**src/hsf_pkg.sv**
```systemverilog
// ----------------------------------------------------------------------------
// hsf_pkg
// Shared types, codes and defaults of the stereo FIR filter block.
// ----------------------------------------------------------------------------
package hsf_pkg;

	localparam int MAX_TAPS_DEF      = 32;
	localparam int MAX_POSITIONS_DEF = 256;

	// item commands
	localparam logic [1:0] CMD_FILTER   = 2'd0;
	localparam logic [1:0] CMD_WR_LEFT  = 2'd1;
	localparam logic [1:0] CMD_WR_RIGHT = 2'd2;

	// configuration register indexes
	localparam int CFG_IDX_W  = 2;
	localparam int CFG_DATA_W = 9;
	localparam logic [CFG_IDX_W-1:0] CFG_POSITION_SELECT  = 2'd0;
	localparam logic [CFG_IDX_W-1:0] CFG_TAPS_IN_USE      = 2'd1;
	localparam logic [CFG_IDX_W-1:0] CFG_POSITIONS_IN_USE = 2'd2;

	localparam logic [7:0] POSITION_SELECT_RST  = 8'd0;
	localparam logic [5:0] TAPS_IN_USE_RST      = 6'd32;
	localparam logic [8:0] POSITIONS_IN_USE_RST = 9'd168;

	typedef struct packed {
		logic [1:0]         command;
		logic signed [15:0] sample_in;
		logic               block_start;
		logic [12:0]        coef_address;
		logic signed [15:0] coef_value;
	} item_t;

	typedef struct packed {
		logic signed [15:0] left_sample;
		logic signed [15:0] right_sample;
	} result_t;

	typedef enum logic [1:0] {
		ST_IDLE,
		ST_RUN,
		ST_DRAIN,
		ST_HOLD
	} fsm_state_t;

	typedef struct packed {
		logic accept;
		logic start;
		logic issue;
		logic load_out;
	} ctrl_t;

	typedef struct packed {
		logic last_tap;
	} stat_t;

endpackage

```
**src/hsf_ctrl.sv**
```systemverilog
// ----------------------------------------------------------------------------
// hsf_ctrl
// Controller: item intake, tap sequencing, pipeline drain and result handoff.
// ----------------------------------------------------------------------------
module hsf_ctrl (
	input  logic           clk,
	input  logic           arst_n,
	input  logic           item_valid,
	input  logic [1:0]     command,
	input  logic           result_stall,
	input  hsf_pkg::stat_t stat,
	output hsf_pkg::ctrl_t ctrl,
	output logic           item_stall,
	output logic           result_valid
);
	import hsf_pkg::*;

	fsm_state_t state_q;
	fsm_state_t state_d;
	logic       drain_q;
	logic       result_valid_q;

	always_ff @(posedge clk or negedge arst_n) begin
		if (!arst_n) begin
			state_q <= ST_IDLE;
		end else begin
			state_q <= state_d;
		end
	end

	always_comb begin
		state_d    = state_q;
		ctrl       = '0;
		item_stall = 1'b1;
		case (state_q)
			ST_IDLE: begin
				item_stall = 1'b0;
				if (item_valid) begin
					ctrl.accept = 1'b1;
					if (command == CMD_FILTER) begin
						ctrl.start = 1'b1;
						state_d    = ST_RUN;
					end
				end
			end
			ST_RUN: begin
				ctrl.issue = 1'b1;
				if (stat.last_tap) begin
					state_d = ST_DRAIN;
				end
			end
			ST_DRAIN: begin
				if (drain_q) begin
					state_d = ST_HOLD;
				end
			end
			ST_HOLD: begin
				if (!result_valid_q || !result_stall) begin
					ctrl.load_out = 1'b1;
					state_d       = ST_IDLE;
				end
			end
			default: begin
				state_d = ST_IDLE;
			end
		endcase
	end

	always_ff @(posedge clk or negedge arst_n) begin
		if (!arst_n) begin
			drain_q        <= 1'b0;
			result_valid_q <= 1'b0;
		end else begin
			drain_q <= (state_q == ST_DRAIN) ? !drain_q : 1'b0;
			if (ctrl.load_out) begin
				result_valid_q <= 1'b1;
			end else if (!result_stall) begin
				result_valid_q <= 1'b0;
			end
		end
	end

	assign result_valid = result_valid_q;

endmodule
```
**config.mk**
```make
export PLATFORM = sky130hd
export DESIGN_NAME = hsf_ctrl
export DESIGN_NICKNAME = d
export VERILOG_FILES = /design/src/hsf_pkg.sv /design/src/hsf_ctrl.sv
export SDC_FILE = /design/constraint.sdc
export NUM_CORES = 1
export LEC_CHECK = 0
export BUFFER_PORTS_ARGS = -buffer_cell sky130_fd_sc_hd__buf_2
export CAP_MARGIN = 40
export CORE_AREA = 2 2 39 41
export CTS_BUF_LIST = sky130_fd_sc_hd__clkbuf_8
export DETAILED_ROUTE_END_ITERATION = 8
export DIE_AREA = 0 0 41 43
export PLACE_DENSITY = 0.42
export SLEW_MARGIN = 20
export SYNTH_ARGS = -nofsm -noshare
export SYNTH_HDL_FRONTEND = slang
export SYNTH_SLANG_ARGS = --single-unit
```
**constraint.sdc**
```tcl
create_clock -name clk -period 2.4 [get_ports clk]
set_clock_uncertainty 0.2 [all_clocks]
set_input_delay 0.12 -clock clk [delete_from_list [all_inputs] [get_ports clk]]
set_output_delay 0.12 -clock clk [all_outputs]
set_load 0.01 [all_outputs]
```
==> out/qor.csv <==
metric,value,unit
Antenna Nets Post-Route,0,
synth cell count leaders,"5 x ha_1, 4 x dfrtp_1, 3 x inv_1",
number of global-route vias before repair,239,
cell count after synthesis,24,
sequential area share after synthesis,34.2,%
CP Capture Type,register,
PortBufs,12,
net count after synthesis,36,
clock network power share,25.4,%
combinational power share,51.5,%
clock tree buffer depth,2,
root buf cell,clkbuf_8,
total number of vias,235,
Synth Area in XOR/XNOR,0,%
Post-synth ARST share,100,%
fin cells,57,
# clock sinks,4,
grt met3 use,3.14,%
post-synth top area share,34.2,%
Most Crowded Layer GR,met2,
sw power,201,uW
Flop pwr share,23.1,%
antenna violations before repair,0,
final critical-path required period,1.90,ns
mux cell area share after synthesis,8.55,%
Slew @ Worst Pin,0.332,ns
clk_lat worst skew,0.22,ns
Synth area leaders,"dfrtp_1 34%, ha_1 21%, a2111oi_4 9.4%",
Internal,369,uW
Inst Count DP,52,
fraction of layout cells with a size suffix above 1,46.3,%
CP arrival,1.80,ns
GR met2 Demand/Resource,12.8,%
post-synthesis simple-gate area fraction,17.5,%
Post-synth EDFFs,0,
height of the die,43,um
met1 usage,6.15,%
post-cts sizing count,0,
register clock-pin slew on the reported worst setup and hold paths,0.03,ns
final hold vios,0,
# rows,14,
Crit Path Max Fanout,4,
pwr/cell area,1310,nW/um^2
I/O pins,13,
wire per inst,9.95,um
all-layer global routing usage,8.45,%
nets,55,
die width,41,um
adder-cell share of the synthesized area,21.4,%
unique cell type count in the Yosys netlist,15,
GRT Residual Overflow,0,
Worst Hold Class,in -> async,
R2R depth,5,
# H-tree levels,1,
sw frac,35.3,%
fin. max-slew vios,0,
Yosys reg bits,4,
DP Wirelength,458,um
Max IR drop VDD,0.301,mV
1st-iter DRT viols,5,
most frequent cell after synthesis,ha_1,
Rel. slew slack,77.9,%
main flop type after synthesis,dfrtp_1,
WS Path Type,reg -> reg,
syn avg cell area,12.2,sq um
total wire length,567,um
largest net degree at the start of global routing,5,
Vias/cell,4.12,
CTS tree,built,
postcts setup bufs,0,
Worst Setup Start Kind,register,
Hold Buf Count CTS,2,
# fillers,147,
synthesis-to-layout area growth,48.3,%
number of warnings issued by yosys,0,
final setup vio count,0,
Lkg Pwr,0.000234,uW
area fraction in compound gates after synthesis,14.5,%
status,"finished, final reports clean",
largest family of logic cells by synthesized area,adder cells,
RSZ-0062 raised after global routing,false,
Starting Density,21.2,%
Maximum Capacitance Violations,0,
Antenna Cells,0,
global-route wire length before repair,869,um
1st-pass router iterations,2,
die area,1760,sq um
Final GP Congestion,0.625,
clock buffer count from CTS,3,
core area,1380,sq um
FMAX,528,MHz
cell area after synthesis,293,sq um
CP required,2.30,ns
setup TNS,0,ns
DRC,0,
Final period util,79.0,%
dominant cell type by area after synthesis,dfrtp_1,
[power by group through the flow]
stage          sequential, uW  combinational (uW)  clock, uW
4_1_cts                   133                 299        147
3_3_place_gp              133                 287          0
3_5_place_dp              133                 297          0
2_1_floorplan             130                 220          0
6_report                  132                 294        145
5_1_grt                   136                 326        152
[through the flow]
stage | power [uW] | area, sq um | setup WS, ns | util (%) | hold WS (ns)
after CTS | 580 | 434 | 0.500 | 31.4 | 0.0353
after global placement | 420 | 373 | 0.538 | 26.9 | -0.271
final | 570 | 434 | 0.505 | 31.4 | 0.0309
after global routing | 614 | 434 | 0.439 | 31.4 | 0.0549
after detailed placement | 430 | 373 | 0.510 | 26.9 | -0.271
after floorplan | 350 | 293 | 0.550 | - | -0.376
[sequential cells by signal, indices dropped and copies added (netlist names)]
register,cells
drain_q,1
state_q,2
result_valid,1
[critical path: stages, from the launching register on]
cell       delay (ns)
dfrtp_1          0.39
inv_1            0.10
ha_1             0.20
and2b_4          0.17
a2111oi_4        0.38
mux2_4           0.33
[metal layers]
metal	vias to the layer above	wire length, um
met5	-	0
met4	0	26
met3	3	46
met2	11	298
met1	106	195
li1	115	-
[cell usage in the layout, fill, tap and decap left out]
cell type	count
and2b_4	1
nor3b_1	1
or3b_4	1
a2111oi_4	1
and2_1	1
dlygate4sd3_1	2
a21o_1	1
nor2b_1	1
dfrtp_1	4
and3_1	1
mux2i_1	1
nor2_1	1
a21boi_0	1
ha_1	5
buf_2	12
inv_1	3
clkbuf_8	3
mux2_4	1
[kinds of logic after synthesis]
logic type               count (synthesis)
flip-flops                               4
adder cells (fa/ha/maj)                  5
multiplexers                             2
buffers and inverters                    3
AO/OA/AOI/OAI                            3
AND/OR/NAND/NOR                          7
[path summary, 6_finish.rpt]
path	from	endpoint	slack, ns
max reg2reg	state_q[1]	state_q[1]	0.50
min	arst_n	drain_q	0.03
max	state_q[1]	state_q[1]	0.50
min in group clk	command[0]	state_q[0]	0.17
max in group asynchronous	arst_n	state_q[0]	1.85
min reg2reg	drain_q	drain_q	0.23
[final cells by class]
class	count	area, sq um	area share (%)
inverters	3	11.3	2.59
repair buffers	14	80.1	18.4
multi-input cells	17	181	41.8
well taps	16	20.0	4.61
clock buffers	3	41.3	9.51
flip-flops and latches	4	100	23.1
Power figures use the tool's default switching activity.
